File: config.mk
export PLATFORM = sky130hd
export DESIGN_NAME = gssim_mul
export DESIGN_NICKNAME = d
export VERILOG_FILES = /design/src/sv/gssim_pkg.sv /design/src/sv/gssim_mul.sv
export SDC_FILE = /design/constraint.sdc
export NUM_CORES = 2
export LEC_CHECK = 0
export ABC_CLOCK_PERIOD_IN_PS = 9300
export BUFFER_PORTS_ARGS = -buffer_cell sky130_fd_sc_hd__buf_2
export CORE_MARGIN = 2
export CORE_UTILIZATION = 52
export DETAILED_ROUTE_END_ITERATION = 16
export PLACE_DENSITY_LB_ADDON = 0.2
export SYNTH_ARGS = -nofsm -noshare
export SYNTH_HDL_FRONTEND = slang
export SYNTH_SLANG_ARGS = --single-unit
File: constraint.sdc
create_clock -name i_clk -period 9.3 [get_ports i_clk]
set_input_delay 0.93 -clock i_clk [delete_from_list [all_inputs] [get_ports i_clk]]
set_output_delay 0.93 -clock i_clk [all_outputs]
set_load 0.02 [all_outputs]
File: src/sv/gssim_pkg.sv
package gssim_pkg;

    localparam int unsigned CFG_W  = 9;
    localparam int unsigned PIX_W  = 8;
    localparam int unsigned SIM_W  = 17;
    localparam int unsigned MEAN_W = 16;
    localparam int unsigned DVD_W  = 64;
    localparam int unsigned DVS_W  = 48;
    localparam int unsigned MUL_W  = 32;
    localparam int unsigned VAR_W  = 40;
    localparam int unsigned NUM_W  = 34;

    localparam int unsigned DEF_MAX_WIDTH  = 256;
    localparam int unsigned DEF_MAX_HEIGHT = 256;

    localparam logic [CFG_W-1:0] CFG_RESET = 9'd256;
    localparam logic [0:0] CFG_IDX_WIDTH  = 1'b0;
    localparam logic [0:0] CFG_IDX_HEIGHT = 1'b1;

    // 6.5025 and 58.5225 in Q16.16, rounded to nearest
    localparam logic [DVS_W-1:0] SSIM_C1 = 48'd426148;
    localparam logic [DVS_W-1:0] SSIM_C2 = 48'd3835331;
    localparam logic [NUM_W-1:0] NUM_SAT = 34'h1_FFFF_FFFF;
    localparam logic [MUL_W-1:0] R_MAX   = 32'h8000_0000;
    localparam logic [SIM_W-1:0] ONE_Q16 = 17'h10000;

    typedef enum logic [3:0] {
        S_LOAD, S_DIV, S_RD, S_DEV, S_SQX, S_SQY, S_XY, S_ACC,
        S_A, S_B1, S_B2, S_B3, S_PROD, S_OUT
    } t_state;

    typedef enum logic [2:0] {
        D_MX, D_MY, D_SX, D_SY, D_SXY, D_R1, D_R2
    } t_div_op;

    typedef struct packed {
        logic             start;
        logic [DVD_W-1:0] dividend;
        logic [DVS_W-1:0] divisor;
    } t_div_req;

    typedef struct packed {
        logic             busy;
        logic             done;
        logic [DVD_W-1:0] quotient;
    } t_div_rsp;

endpackage

File: src/sv/gssim_mul.sv
module gssim_mul (
    input  logic                          i_clk,
    input  logic [gssim_pkg::MUL_W-1:0]   i_a,
    input  logic [gssim_pkg::MUL_W-1:0]   i_b,
    output logic [2*gssim_pkg::MUL_W-1:0] o_prod
);
    import gssim_pkg::*;

    logic [2*MUL_W-1:0] r_prod;

    always_ff @(posedge i_clk) begin
        r_prod <= i_a * i_b;
    end

    assign o_prod = r_prod;
endmodule

==> impl_metrics.py <==
metrics = {
    "yosys": {
        "synth-seq-cells": 64,
        "synth_top_family_by_area": "adder cells",
        "synth-edff-count": 0,
        "yosys_warnings": 0,
        "syn-num-nets": 4972,
        "synth_xor_area_frac": 0.0152,
        "muxShareOfSynthArea": 0.000289,
        "synth_compound_area_frac": 0.0415,
        "synth.avg_cell_area_um2": 9.25,
        "synthAdderAreaFrac": 0.612,
        "synthesis.instances": 3748,
        "async_flop_share": 0,
        "synthDistinctLibCells": 57,
        "synth_seq_area_share": 0.0369,
        "netlist_area_um2": 34700,
        "yosys.area_share.simple": 0.176,
        "synth_ff_type": "dfxtp_1",
    },
    "clock_network": {
        "cts_sinks": 64,
        "root_buffer": "clkbuf_16",
        "cts_setup_buffers": 0,
        "cts-buffers-inserted": 9,
        "hold_buffers": 0,
        "cts_tree": "done",
        "path_clk_slew_ns": 0.06,
        "cts_max_path_buffers": 2,
        "h-tree-depth": 3,
        "post_cts_resized": 0,
    },
    "setup_path": {
        "worstPathMaxFanout": 32,
        "worst_ep_arrival_time_ns": 8.79,
        "critPathCaptureType": "flop",
        "worst-setup-path-type": "input pin to flop",
        "required_ns": 9.58,
        "crit_path_end": "o_prod[62]",
        "crit_family": "adder cells",
        "start_kind": "input pin",
        "crit_chain": "buf_2 > nand2_1 > fa_1 > inv_1 > fa_1 > inv_1 > fa_1 > inv_1 > fa_1 > fa_1 > fa_1 > fa_1 > inv_1 > fa_1 > inv_1 > ha_1 > nand4_1 > or4_1 > or3_1 > a31oi_1 > a31o_2 > a211oi_1 > o21ai_1 > xor2_1",
        "startpoint": "i_b[8]",
        "crit_buf_inv": 6,
        "crit_path_frequent_cell": "fa_1",
        "crit_slowest_cell": "fa_1",
        "cp.depth": 24,
        "slowest_delay_ns": 0.59,
    },
    "global_route": {
        "grt_max_degree": 33,
        "grt_antenna_before_repair": 2,
        "grt_pass1_wl_mm": 148,
        "grt_usage": 0.276,
        "grt_overflow": 0,
        "grt_pass1_vias": 27100,
    },
    "sta": {
        "finalSetupViolations": 0,
        "rsz0062_at_grt": "false",
        "max_freq_mhz": 117,
        "fin_crit_sh": 0.916,
        "slew_violations": 0,
        "relSlewSlack": 0.427,
        "worst_pin_slew_ns": 0.859,
        "hold_viol": 0,
        "period_needed_ns": 8.52,
        "fin_tns_setup_ns": 0,
    },
    "route": {
        "totalWireLength_mm": 91.6,
        "vias": 24700,
        "met3_length_mm": 3.86,
        "ant_nets": 0,
        "drt-met1-wl_mm": 34.9,
        "dr_wl_met2_mm": 48.3,
        "top_layer_used": "met5",
        "drtIter0Drc": 1447,
        "wire_per_inst_um": 20.0,
        "drcViolationCount": 0,
        "via_per_inst": 5.41,
        "first_pass_iters": 5,
    },
    "placement": {
        "placed_area_um2": 35800,
        "dp_cells": 4552,
        "portBuffers": 128,
        "hpwl_mm": 74.9,
        "gp_congestion": 0.894,
    },
    "layout": {
        "diodes": 0,
        "largest_reg_flops": 64,
        "instances_no_fill": 4568,
        "final_cell_mix": "fa_1, inv_1, and2_1",
        "finish.utilization": 0.549,
        "final_design_area_no_fill_um2": 36100,
        "final_nets": 4923,
        "final_common_cell": "fa_1",
        "area_delta_synth_final_pct": 4.25,
        "drive_above_1_share": 0.0518,
    },
    "worst_hold_path": {
        "hp-class": "input pin to flop",
    },
    "job": {
        "cap_violations": 0,
    },
    "floorplan": {
        "start_util": 0.526,
        "row_count": 94,
        "die_w_um": 262,
        "ios": 129,
        "dieArea_um2": 68800,
        "fp.dieH_um": 262,
        "core_um2": 65900,
    },
    "run_status": {
        "outcome": "finished, final reports clean",
    },
}
[routing by layer]
layer | GRT usage | up-vias
met1 | 0.338 | 13100
met3 | 0.0258 | 202
met5 | 0 | -
met2 | 0.495 | 730
met4 | 0.118 | 2
li1 | - | 10700
[worst min path at each step]
stage / from / to / cells after the start
detailed placement: o_prod[16] / o_prod[16] / 1
floorplan: i_b[0] / o_prod[0] / 1
finish: i_b[0] / o_prod[0] / 2
global placement: o_prod[61] / o_prod[61] / 1
global route: i_b[0] / o_prod[0] / 2
CTS: i_b[0] / o_prod[0] / 2
[area by class of cell]
cell class / count / area (µm²)
multi-input combinational: 2599 / 29300
clock buffer: 12 / 256
timing repair buffer: 160 / 893
fill: 6108 / 29700
tap: 864 / 1080
inverter: 865 / 3250
sequential: 64 / 1280
clock inverter: 4 / 76.3
[kinds of logic (layout without fill, tap and decap cells)]
logic type	Yosys count	after routing
buf+inv	1085	1041
fa+ha+maj	1159	1159
compound gates	202	202
xor+xnor	60	60
flops	64	64
mux	1	1
simple gates	1177	1177
[metrics by stage]
step,setup WS (ns),hold slack [ns]
6_report,0.783,1.25
3_5_place_dp,0.540,1.34
5_1_grt,0.518,1.26
3_3_place_gp,0.668,1.35
2_1_floorplan,1.62,1.06
4_1_cts,0.895,1.24
[cells in the mapped netlist (3+ instances only)]
| cell type | number | area, µm² |
|---|---|---|
| a21oi_1 | 63 | 315 |
| nand3_1 | 10 | 50.1 |
| o21bai_1 | 10 | 75.1 |
| a211oi_1 | 3 | 22.5 |
| nor3_1 | 7 | 35.0 |
| nand2_1 | 480 | 1800 |
| buf_2 | 6 | 30.0 |
| inv_1 | 865 | 3250 |
| o21a_1 | 9 | 67.6 |
| and3_1 | 14 | 87.6 |
| o21ai_0 | 21 | 105 |
| a21oi_2 | 3 | 26.3 |
| or4_1 | 3 | 22.5 |
| a21o_1 | 40 | 300 |
| o21ai_1 | 5 | 25.0 |
| or3_1 | 3 | 18.8 |
| xor2_1 | 25 | 219 |
| nor2_1 | 20 | 75.1 |
| a21boi_1 | 3 | 22.5 |
| xnor2_1 | 35 | 307 |
| fa_1 | 896 | 17900 |
| and4_1 | 3 | 26.3 |
| ha_1 | 263 | 3290 |
| o31ai_4 | 3 | 63.8 |
| a31oi_1 | 12 | 75.1 |
| clkbuf_1 | 213 | 800 |
| a221oi_4 | 3 | 78.8 |
| o221ai_1 | 3 | 26.3 |
| nand4_1 | 23 | 144 |
| or2_2 | 3 | 18.8 |
| and2_1 | 602 | 3770 |
| dfxtp_1 | 64 | 1280 |
| a221o_1 | 4 | 40.0 |
Power is left out: the tool's default activity adds up to more than one toggle a clock period on the data nets, which glitch-free logic cannot reach.
