File: config.mk
export PLATFORM = sky130hd
export DESIGN_NAME = gssim_div
export DESIGN_NICKNAME = d
export VERILOG_FILES = /design/src/sv/gssim_pkg.sv /design/src/sv/gssim_div.sv
export SDC_FILE = /design/constraint.sdc
export NUM_CORES = 1
export LEC_CHECK = 0
export BUFFER_PORTS_ARGS = -buffer_cell sky130_fd_sc_hd__buf_4
export CAP_MARGIN = 20
export CORE_MARGIN = 3
export CORE_UTILIZATION = 25
export DETAILED_ROUTE_END_ITERATION = 16
export PLACE_DENSITY = 0.47
export SLEW_MARGIN = 0
export SYNTH_ARGS = -nofsm -noshare
export SYNTH_HDL_FRONTEND = slang
export SYNTH_SLANG_ARGS = --single-unit
File: constraint.sdc
create_clock -name i_clk -period 2.8 [get_ports i_clk]
set_input_delay 0.14 -clock i_clk [delete_from_list [all_inputs] [get_ports i_clk]]
set_output_delay 0.14 -clock i_clk [all_outputs]
set_load 0.01 [all_outputs]
File: src/sv/gssim_pkg.sv
package gssim_pkg;

    localparam int unsigned CFG_W  = 9;
    localparam int unsigned PIX_W  = 8;
    localparam int unsigned SIM_W  = 17;
    localparam int unsigned MEAN_W = 16;
    localparam int unsigned DVD_W  = 64;
    localparam int unsigned DVS_W  = 48;
    localparam int unsigned MUL_W  = 32;
    localparam int unsigned VAR_W  = 40;
    localparam int unsigned NUM_W  = 34;

    localparam int unsigned DEF_MAX_WIDTH  = 256;
    localparam int unsigned DEF_MAX_HEIGHT = 256;

    localparam logic [CFG_W-1:0] CFG_RESET = 9'd256;
    localparam logic [0:0] CFG_IDX_WIDTH  = 1'b0;
    localparam logic [0:0] CFG_IDX_HEIGHT = 1'b1;

    // 6.5025 and 58.5225 in Q16.16, rounded to nearest
    localparam logic [DVS_W-1:0] SSIM_C1 = 48'd426148;
    localparam logic [DVS_W-1:0] SSIM_C2 = 48'd3835331;
    localparam logic [NUM_W-1:0] NUM_SAT = 34'h1_FFFF_FFFF;
    localparam logic [MUL_W-1:0] R_MAX   = 32'h8000_0000;
    localparam logic [SIM_W-1:0] ONE_Q16 = 17'h10000;

    typedef enum logic [3:0] {
        S_LOAD, S_DIV, S_RD, S_DEV, S_SQX, S_SQY, S_XY, S_ACC,
        S_A, S_B1, S_B2, S_B3, S_PROD, S_OUT
    } t_state;

    typedef enum logic [2:0] {
        D_MX, D_MY, D_SX, D_SY, D_SXY, D_R1, D_R2
    } t_div_op;

    typedef struct packed {
        logic             start;
        logic [DVD_W-1:0] dividend;
        logic [DVS_W-1:0] divisor;
    } t_div_req;

    typedef struct packed {
        logic             busy;
        logic             done;
        logic [DVD_W-1:0] quotient;
    } t_div_rsp;

endpackage

File: src/sv/gssim_div.sv
module gssim_div (
    input  logic                i_clk,
    input  logic                i_rst_n,
    input  gssim_pkg::t_div_req i_req,
    output gssim_pkg::t_div_rsp o_rsp
);
    import gssim_pkg::*;

    localparam int unsigned CNT_W = $clog2(DVD_W + 1);

    logic             r_busy;
    logic             r_done;
    logic [CNT_W-1:0] r_cnt;
    logic [DVD_W-1:0] r_q;
    logic [DVS_W-1:0] r_rem;
    logic [DVS_W-1:0] r_dvs;
    logic [DVS_W:0]   w_shift;
    logic [DVS_W:0]   w_diff;

    // restoring divider, one quotient bit per cycle
    assign w_shift = {r_rem, r_q[DVD_W-1]};
    assign w_diff  = w_shift - {1'b0, r_dvs};

    always_ff @(posedge i_clk) begin
        if (!i_rst_n) begin
            r_busy <= 1'b0;
            r_done <= 1'b0;
            r_cnt  <= '0;
        end else begin
            r_done <= 1'b0;
            if (i_req.start) begin
                r_busy <= 1'b1;
                r_cnt  <= CNT_W'(DVD_W);
            end else if (r_busy) begin
                r_cnt <= r_cnt - 1'b1;
                if (r_cnt == CNT_W'(1)) begin
                    r_busy <= 1'b0;
                    r_done <= 1'b1;
                end
            end
        end
    end

    always_ff @(posedge i_clk) begin
        if (i_req.start) begin
            r_q   <= i_req.dividend;
            r_rem <= '0;
            r_dvs <= i_req.divisor;
        end else if (r_busy) begin
            if (!w_diff[DVS_W]) begin
                r_rem <= w_diff[DVS_W-1:0];
                r_q   <= {r_q[DVD_W-2:0], 1'b1};
            end else begin
                r_rem <= w_shift[DVS_W-1:0];
                r_q   <= {r_q[DVD_W-2:0], 1'b0};
            end
        end
    end

    assign o_rsp.busy     = r_busy;
    assign o_rsp.done     = r_done;
    assign o_rsp.quotient = r_q;
endmodule

==> results of run 1 <==
## metal layers
metal | track usage (%) | part of all wire (%) | vias up
met3 | 2.30 | 2.8 | 15
met2 | 25.4 | 50 | 105
met5 | 0 | 0 | -
met4 | 3.27 | 0.96 | 0
li1 | - | - | 4284
met1 | 19.5 | 47 | 4015
## cell usage after synthesis, drive strengths merged, types with 5 or more instances
library cell,count
a211o,6
a211oi,11
a21o,18
a21oi,65
a311oi,24
a31oi,5
a32oi,11
and3,5
buf,13
clkbuf,31
dfxtp,57
edfxtp,112
ha,50
inv,60
mux2,63
mux2i,9
nand2,104
nand2b,10
nand3,12
nand4,13
nor2,71
nor3,9
o211ai,8
o21a,7
o21ai,55
o21bai,9
xnor2,27
xor2,20
## where the power goes
part / switching, mW / internal, mW / leakage [nW]
clock: 1.21 / 1.30 / 0.303
sequential: 0.118 / 2.89 / 1.58
combinational: 0.912 / 1.01 / 4.38
total: 2.24 / 5.20 / 6.27
## repair_timing
action                                 CTS  global route
pin swaps                               36            17
gates cloned                             3             0
endpoints found under the hold margin  112             0
resized for setup                       76            23
setup endpoints to repair               49            49
setup buffers                            9             1
hold buffers                           111             0
## cells by family after synthesis
kind of cell / count (synthesis)
AND/OR/NAND/NOR: 243
AO/OA/AOI/OAI: 237
flip-flops: 169
buffers and inverters: 104
multiplexers: 72
adder cells (fa/ha/maj): 51
XOR/XNOR: 47
## worst max-delay path, delay by kind of cell, from the launching register on
kind / cells / cell delay [ns]
compound gates: 5 / 1.39
xor+xnor: 1 / 0.16
fa+ha+maj: 1 / 0.20
buf+inv: 3 / 0.42
flops: 1 / 0.38
simple gates: 3 / 0.37
## flip-flops by register name (all words and copies together) (netlist names)
register	count
r_busy	1
r_cnt	7
r_done	1
r_dvs	48
r_q	64
r_rem	48
## through the flow
step	power (mW)	utilization, %	std cells	area [µm²]
after floorplan	3.96	-	923	9680
after global placement	4.78	33.7	1736	12800
after CTS	7.56	39.2	1891	14800
after global routing	7.83	39.4	1889	14900
final	7.44	39.4	1889	14900
after detailed placement	4.79	33.7	1736	12800
## worst paths after layout
check | start | to | slack, ns | cells after the start
worst min-delay path | i_req[111] | r_q[63] | 0.02 | 2
worst min register to register | r_rem[20] | r_rem[20] | 0.48 | 2
worst max-delay path | r_dvs[31] | r_rem[18] | -0.20 | 13
worst max register to register | r_dvs[31] | r_rem[18] | -0.20 | 13
## area by class of cell
class | instances | area [µm²]
inverter | 60 | 225
clock buffer | 17 | 425
fill | 3778 | 22900
tap | 511 | 639
timing repair buffer | 467 | 3880
sequential | 169 | 4510
multi-input combinational | 650 | 5030
clock inverter | 15 | 198
==> flow_metrics.tcl, run 1 <==
set metrics [dict create \
    initial_core_util_pct 25.5 \
    die_area_um2 40900 \
    synth.distinct_cells 61 \
    synth.largest_area_cell "edfxtp_1" \
    root_buffer "clkbuf_16" \
    final_layout_size_suffix_gt1_share_pct 39.3 \
    cp_data_required_time_ns 3.16 \
    yosys.area_share.simple_pct 11.2 \
    routedWlPerCell_um 16.0 \
    syn_inst 923 \
    rows 71 \
    synthesis.nets 1089 \
    first_pass_iters 5 \
    synth-seq-area-share_pct 46.8 \
    synthMuxAreaShare_pct 8.30 \
    cp_max_fo 7 \
    die_x_um 202 \
    final_cell_mix "buf_4, edfxtp_1, dlygate4sd3_1" \
    grt_pass1_wl_um 47900 \
    core_um2 37800 \
    critPathLaunchType "flip-flop" \
    clock_path_buffers 2 \
    nNetsFinal 1531 \
    hpwlAfterDp_um 22200 \
    place_ws_ns -0.325 \
    tns_ns -6.85 \
    htree_levels 4 \
    rsz0062_at_grt "yes" \
    routed_via_density 4.46 \
    diodes 0 \
    first_iter_violations 495 \
    finalMaxSlewViolations 0 \
    synthTopCellsByArea "edfxtp_1, dfxtp_1, mux2_2" \
    vias 8419 \
    status "finished, violations left" \
    ys_ff_latch 169 \
    synth_top_family_by_area "compound AO/OA/AOI/OAI gates" \
    overflow 0 \
    synthArstFlopShare_pct 0 \
    ys.flop_type "edfxtp_1" \
    synth_xor_area_share_pct 4.55 \
    synth_edf_count 112 \
    crit_slowest_cell "a2111oi_4" \
    max-slew-margin-rel_pct 62.4 \
    fmax_mhz 334 \
    p_leak_nw 6.27 \
    min_period_ns 3.00 \
    violations "setup timing" \
    path_class "reg -> reg" \
    slowest_delay_ns 0.41 \
    endpoint_kind "flip-flop" \
    yosysWarnings 0 \
    setup_violations 49 \
    synth_compound_area_share_pct 18.0 \
    insertion_delay_ns 0.45 \
    layout_setup_ws_ns -0.198 \
    syn_avg_cell_area_um2 10.4 \
    fin_crit_sh_pct 107 \
    grt_pass1_vias 8863 \
    hold_path.class "in -> reg" \
    drt_wl_total_um 30200 \
    grt_use_total_pct 14.7 \
    max_cap_violations 0 \
    cts_sinks 169 \
    syn2layout_area_growth_pct 54.7 \
    synth-adder-area-share_pct 6.70 \
    io_buffers 180 \
    netlist_area_um2 9630 \
    gp_congestion 0.812 \
    ir_worst_vdd_mv 0.389 \
    hold_ws_ns 0.0216 \
    powerDensity_nw_per_um2 499 \
    cts_buffers 17 \
    layout_commonest_cell "buf_4" \
    cts_tree "built" \
    floorplan.die.height_um 202 \
    path_clk_slew_ns 0.08 \
    ant_nets 0 \
    drc 0 \
    synth.top_cell.area_share_pct 34.9 \
    ios 181 \
    grt_max_degree 54 \
    arrival_ns 3.36 \
    tightest_slew_ns 0.564 \
    antenna_found_initial 0 \
    final-hold-violation-count 0 \
    skew_ns 0.0163 \
    crit_chain "inv_2 -> ha_4 -> and2_4 -> and3_4 -> a211o_1 -> a2111oi_4 -> o21ai_1 -> a21o_4 -> xnor2_4 -> buf_6 -> buf_12 -> nand2_4 -> a311oi_2" \
]
Power figures use the tool's default switching activity.
==> run 2: changes to the inputs <==
--- a/config.mk
+++ b/config.mk
@@ -5,12 +5,14 @@
 export SDC_FILE = /design/constraint.sdc
 export NUM_CORES = 1
 export LEC_CHECK = 0
+export ABC_AREA = 1
 export BUFFER_PORTS_ARGS = -buffer_cell sky130_fd_sc_hd__buf_4
 export CAP_MARGIN = 20
 export CORE_MARGIN = 3
 export CORE_UTILIZATION = 25
 export DETAILED_ROUTE_END_ITERATION = 16
-export PLACE_DENSITY = 0.47
+export HOLD_SLACK_MARGIN = 0.12
+export PLACE_DENSITY = 0.46
 export SLEW_MARGIN = 0
 export SYNTH_ARGS = -nofsm -noshare
 export SYNTH_HDL_FRONTEND = slang
==> run 2 against run 1 <==
Against the previous run:
- global-route usage up 1.1 points
- critical path depth is 2 higher
- the flow now finishes without violations
- synthesized cell count increased by 84%
- critical endpoint is now r_rem[8]
- utilization decreased by 5.4 points
- clock power is essentially flat
- largest power group unchanged
- hold slack gained 0.18 ns
- register-to-register slack gained 0.45 ns
- sequential share of layout area is 0.35 points lower
- routed wire length rose by 20%
- combinational power down 45%
==> flow_metrics.tcl, run 2 <==
set metrics [dict create \
    fin_area_um2 15100 \
    final_cell_mix "nand2_1, inv_1, buf_4" \
    swShare_pct 27.8 \
    netlist_area_um2 11200 \
    cts_tree "built" \
    drc 0 \
    htree_levels 4 \
    drt_wl_total_um 36400 \
    synthesis.nets 1866 \
    final-hold-violation-count 0 \
    arrival_ns 2.93 \
    synth.top_cell.area_share_pct 29.9 \
    clkPwrFrac_pct 38.7 \
    synthTopCellsByArea "edfxtp_1, nand2_1, inv_1" \
    grt_use_total_pct 15.9 \
    syn2layout_area_growth_pct 34.0 \
    ys_ff_latch 169 \
    hold_path.class "in -> reg" \
    synthArstFlopShare_pct 0 \
    root_buffer "clkbuf_16" \
    synth.largest_area_cell "edfxtp_1" \
    nNetsFinal 2158 \
    skew_ns 0.0203 \
    crit_family "simple AND/OR/NAND/NOR gates" \
    core_um2 44300 \
    endpoint_kind "flip-flop" \
    synth.distinct_cells 36 \
    cts_buffers 17 \
    synth-seq-area-share_pct 40.1 \
    yosysMostFrequentCell "nand2_1" \
    status "finished, final reports clean" \
    max_cap_violations 0 \
    pwr-share-comb_pct 16.1 \
    grt_max_degree 74 \
    crit_slowest_cell "ha_1" \
    cts_setup_buffers 0 \
    hold_ws_ns 0.199 \
    clock_path_buffers 2 \
    reg.largest.list "r_q (64), r_dvs (48), r_rem (48)" \
    initial_core_util_pct 25.4 \
    gp_congestion 0.903 \
    final_layout_size_suffix_gt1_share_pct 12.3 \
    ys.flop_type "edfxtp_1" \
    max-slew-margin-rel_pct 47.4 \
    die_area_um2 47500 \
    die_x_um 218 \
    routedWlPerCell_um 14.0 \
    fmax_mhz 392 \
    ir_worst_vdd_mv 0.353 \
    grt_pass1_vias 11000 \
    fin_crit_sh_pct 91.1 \
    critPathMostFrequentCell "nand2_1" \
    regMostFlops "r_q" \
    fin_util_pct 34.0 \
    rows 77 \
    tns_ns 0 \
    path_class "reg -> reg" \
    yosysWarnings 0 \
    setup_violations 0 \
    cp_max_fo 18 \
    ios 181 \
    insertion_delay_ns 0.48 \
    overflow 0 \
    largest_reg_flops 64 \
    vias 10900 \
    placed_area_um2 13300 \
    path_clk_slew_ns 0.08 \
    slowest_delay_ns 0.38 \
    tightest_slew_ns 0.788 \
    grt_pass1_wl_um 58600 \
    cts_sinks 169 \
    finalMaxSlewViolations 0 \
    first_iter_violations 588 \
    cp_data_required_time_ns 3.18 \
    layout_commonest_cell "nand2_1" \
    ant_nets 0 \
    syn_inst 1700 \
    io_buffers 180 \
    first_pass_iters 5 \
    crit_chain "inv_1 -> ha_1 -> nand2_1 -> nand2_1 -> nand2_1 -> nand2_1 -> nand2_1 -> nand2_1 -> a21oi_1 -> nand4_2 -> nand2_4 -> buf_12 -> nand2_1 -> nand3_1 -> nand2_1" \
    critPathLaunchType "flip-flop" \
    floorplan.die.height_um 218 \
    powerDensity_nw_per_um2 435 \
    internal_power_mw 4.73 \
    min_period_ns 2.55 \
    hpwlAfterDp_um 28500 \
    synth_edf_count 112 \
    diodes 0 \
    switchingPower_mw 1.82 \
    netlist_top_cells_count "nand2_1, inv_1, edfxtp_1, nor2_1, nand3_1" \
    rsz0062_at_grt "no" \
    critPathBufInv 2 \
    syn_avg_cell_area_um2 6.61 \
    routed_via_density 4.18 \
    p_leak_nw 7.95 \
    antenna_found_initial 0 \
    power_frac_seq_pct 45.1 \
]
run 2: changes by cell type after synthesis, sizes merged, moves of 40 or more:
cell,before,now
inv,60,333
o21ai,55,15
nand3,12,88
nand2,104,785
nor2,71,111
mux2,63,0
run 2: worst register-to-register path, stage by stage (launching register included):
cell and delay [ns]:
edfxtp_1 0.34, inv_1 0.04, ha_1 0.38, nand2_1 0.10, nand2_1 0.09, nand2_1 0.07, nand2_1 0.07, nand2_1 0.06
nand2_1 0.07, a21oi_1 0.37, nand4_2 0.20, nand2_4 0.25, buf_12 0.19, nand2_1 0.08, nand3_1 0.08, nand2_1 0.05
run 2: path summary, 6_finish.rpt:
path / end / slack (ns) / cells after the start / startpoint
min reg2reg: r_rem[15] / 0.47 / 2 / r_rem[15]
max reg2reg: r_rem[8] / 0.25 / 15 / r_dvs[33]
min: r_rem[4] / 0.20 / 4 / i_req[112]
max: r_rem[8] / 0.25 / 15 / r_dvs[33]
run 2: area by class of cell:
class	count	area (µm²)
Fill cell	4901	29300
Timing Repair Buffer	309	2650
Inverter	333	1250
Clock buffer	21	493
Multi-Input combinational cell	1162	5310
Tap cell	592	741
Sequential cell	169	4500
Clock inverter	11	116
run 2: per-layer routing:
metal,GRT usage [%],vias to the layer above,part of all wire [%]
li1,-,5729,-
met1,20.3,4817,47
met2,25.1,267,44
met3,4.67,43,6.7
met4,6.15,0,2.4
met5,0,-,0
run 2: stage by stage:
stage	total power, mW	std cells	setup slack [ns]
floorplan	3.45	1700	0.218
global placement	3.95	2452	0.326
detailed placement	3.95	2452	0.254
CTS	6.69	2597	0.245
global route	6.90	2597	0.00862
finish	6.55	2597	0.250
run 2: timing repair:
item	CTS	global route
endpoints found under the setup margin	0	0
hold endpoints to repair	121	0
hold buffers	113	0
resized for setup	0	0
run 2: logic make-up (layout without fill, tap and decap cells):
| family | count (synthesis) | after routing | synth area share, % |
|---|---|---|---|
| AND/OR/NAND/NOR | 1017 | 1017 | 36.0 |
| buffers and inverters | 369 | 674 | 12.8 |
| flip-flops | 169 | 169 | 40.1 |
| AO/OA/AOI/OAI | 66 | 66 | 3.19 |
| adder cells (fa/ha/maj) | 51 | 51 | 5.74 |
| XOR/XNOR | 28 | 28 | 2.18 |
run 2: power groups by stage:
stage | sequential [mW] | combinational (mW) | clock, mW
6_report | 2.96 | 1.06 | 2.54
5_1_grt | 2.98 | 1.19 | 2.74
4_1_cts | 2.96 | 1.07 | 2.66
3_5_place_dp | 3.01 | 0.941 | 0
3_3_place_gp | 3.01 | 0.942 | 0
2_1_floorplan | 3.02 | 0.428 | 0
==> run 3: changes to the inputs <==
--- a/config.mk
+++ b/config.mk
@@ -12,7 +12,7 @@
 export CORE_UTILIZATION = 25
 export DETAILED_ROUTE_END_ITERATION = 16
 export HOLD_SLACK_MARGIN = 0.12
-export PLACE_DENSITY = 0.46
+export PLACE_DENSITY = 0.45
 export SLEW_MARGIN = 0
 export SYNTH_ARGS = -nofsm -noshare
 export SYNTH_HDL_FRONTEND = slang
==> constraint.sdc (replaced) <==
create_clock -name i_clk -period 3 [get_ports i_clk]
set_input_delay 0.15 -clock i_clk [delete_from_list [all_inputs] [get_ports i_clk]]
set_output_delay 0.15 -clock i_clk [all_outputs]
set_load 0.01 [all_outputs]
==> run 3 against run 2 <==
Against the previous run:
- combinational power shrank 7%
- non-clock buffer count shrank 2
- clock power shrank 10%
- die area is the same
- hold slack gained 0.19 ns
- utilization shrank 0.079 points
- clock-buffer cell count shrank 4
- critical endpoint is now r_rem[29]
- largest cell class unchanged
==> flow_metrics.tcl, run 3 (synthesized netlist as in run 2, its figures left out) <==
set metrics [dict create \
    antenna_found_initial 0 \
    grt_max_degree 49 \
    cts_buffers 17 \
    ir_worst_vdd_mv 0.287 \
    cts_sinks 169 \
    die_area_um2 47500 \
    r2r_end "r_rem[29]" \
    ff2ff_path_depth 18 \
    ios 181 \
    crit_start "r_q[63]" \
    nFillCells 4866 \
    core_um2 44300 \
    layout_commonest_cell "nand2_1" \
    clock_path_buffers 2 \
    status "finished, final reports clean" \
    gp_congestion 0.930 \
    endpoint_kind "flip-flop" \
    endpoint "r_rem[29]" \
    reg.largest.list "r_q (64), r_dvs (48), r_rem (48)" \
    min_period_ns 2.64 \
    cts_setup_buffers 0 \
    io_buffers 180 \
    grt_use_total_pct 16.1 \
    critPathLaunchType "flip-flop" \
    finalMaxSlewViolations 0 \
    vias 10900 \
    floorplan.die.height_um 218 \
    arrival_ns 3.00 \
    root_buffer "clkbuf_16" \
    rows 77 \
    diodes 0 \
    tns_ns 0 \
    nNetsFinal 2156 \
    syn2layout_area_growth_pct 33.7 \
    skew_ns 0.0270 \
    regMostFlops "r_q" \
    setup_violations 0 \
    fmax_mhz 378 \
    grt_pass1_vias 11100 \
    path_clk_slew_ns 0.07 \
    first_iter_violations 608 \
    max-slew-margin-rel_pct 52.3 \
    die_x_um 218 \
    fin_crit_sh_pct 88.2 \
    final_cell_mix "nand2_1, inv_1, buf_4" \
    routed_via_density 4.19 \
    power.total_mw 6.03 \
    final-hold-violation-count 0 \
    rsz0062_at_grt "no" \
    overflow 0 \
    htree_levels 4 \
    tightest_slew_ns 0.715 \
    r2r_slack_ns 0.36 \
    final_layout_size_suffix_gt1_share_pct 12.2 \
    p_leak_nw 7.92 \
    hold_path.class "in -> reg" \
    path_class "reg -> reg" \
    r2r_start "r_q[63]" \
    drc 0 \
    hpwlAfterDp_um 28900 \
    cp_data_required_time_ns 3.36 \
    initial_core_util_pct 25.4 \
    largest_reg_flops 64 \
    first_pass_iters 5 \
    ant_nets 0 \
    routedWlPerCell_um 14.4 \
    drt_wl_total_um 37300 \
    insertion_delay_ns 0.48 \
    powerDensity_nw_per_um2 401 \
    cp_max_fo 20 \
    grt_pass1_wl_um 59300 \
    max_cap_violations 0 \
    cts_tree "built" \
]
==> run 3: cell types whose count changed in the layout (fill, tap and decap cells not counted), sizes merged <==
| cell | before | now |
|---|---|---|
| buf | 196 | 192 |
| clkbuf | 21 | 18 |
| clkinvlp | 0 | 3 |
| dlygate4sd3 | 113 | 114 |
| inv | 340 | 341 |
==> run 3: power breakdown <==
group	switching [mW]	internal [mW]	total (mW)	leakage [nW]
logic	0.534	0.456	0.991	6.06
clock network	1.11	1.17	2.28	0.280
registers	0.0861	2.67	2.75	1.59
total	1.73	4.30	6.03	7.92
==> run 3: per-stage QoR <==
step	hold slack [ns]	utilization, %	std cells	area, µm²	setup WS (ns)
finish	0.390	33.9	2595	15000	0.355
detailed placement	0.329	30.0	2448	13300	0.265
CTS	0.346	33.9	2594	15000	0.244
global route	0.358	33.9	2595	15000	0.0622
global placement	0.330	30.0	2448	13300	0.344
floorplan	0.249	-	1700	11200	0.418
==> run 3: final cells by class <==
class	count	area (µm²)	share of cell area, %
flip-flops and latches	169	4500	30.0
well taps	592	741	4.93
inverters	333	1250	8.32
clock buffers	17	425	2.83
repair buffers	307	2650	17.6
clock inverters	15	154	1.02
multi-input cells	1162	5310	35.3
==> run 3: repair_timing <==
action / CTS / global route
endpoints found under the hold margin: 124 / 0
endpoints found under the setup margin: 0 / 16
hold buffers: 114 / 0
gates resized for setup: 0 / 1
==> run 3: routing by layer <==
| metal | vias up | routed length, µm | global-route usage (%) |
|---|---|---|---|
| met1 | 4849 | 17900 | 21.3 |
| met2 | 252 | 16200 | 25.1 |
| met5 | - | 0 | 0 |
| met4 | 0 | 739 | 5.04 |
| met3 | 36 | 2460 | 5.09 |
| li1 | 5728 | - | - |
==> run 3: worst min-delay path by stage <==
stage	cells after the start	endpoint	startpoint
after global placement	1	r_dvs[8]	i_req[8]
after global routing	2	r_dvs[8]	i_req[8]
after detailed placement	1	r_dvs[8]	i_req[8]
after floorplan	0	r_dvs[0]	i_req[0]
after CTS	2	r_dvs[8]	i_req[8]
final	2	r_dvs[10]	i_req[10]
==> run 3: critical path, stage by stage (launching register included) <==
cell and delay [ns]:
edfxtp_1 0.34, inv_1 0.06, ha_1 0.22, fa_1 0.41
inv_1 0.11, nand2_1 0.05, nand2_1 0.07, nand3_1 0.08
nand2_2 0.11, nand2_1 0.07, nand2_2 0.11, nand2_2 0.10
nand3_2 0.10, nand2_2 0.14, nand2_4 0.13, buf_12 0.17
o21ai_1 0.09, nand3_1 0.07, nand2_1 0.06
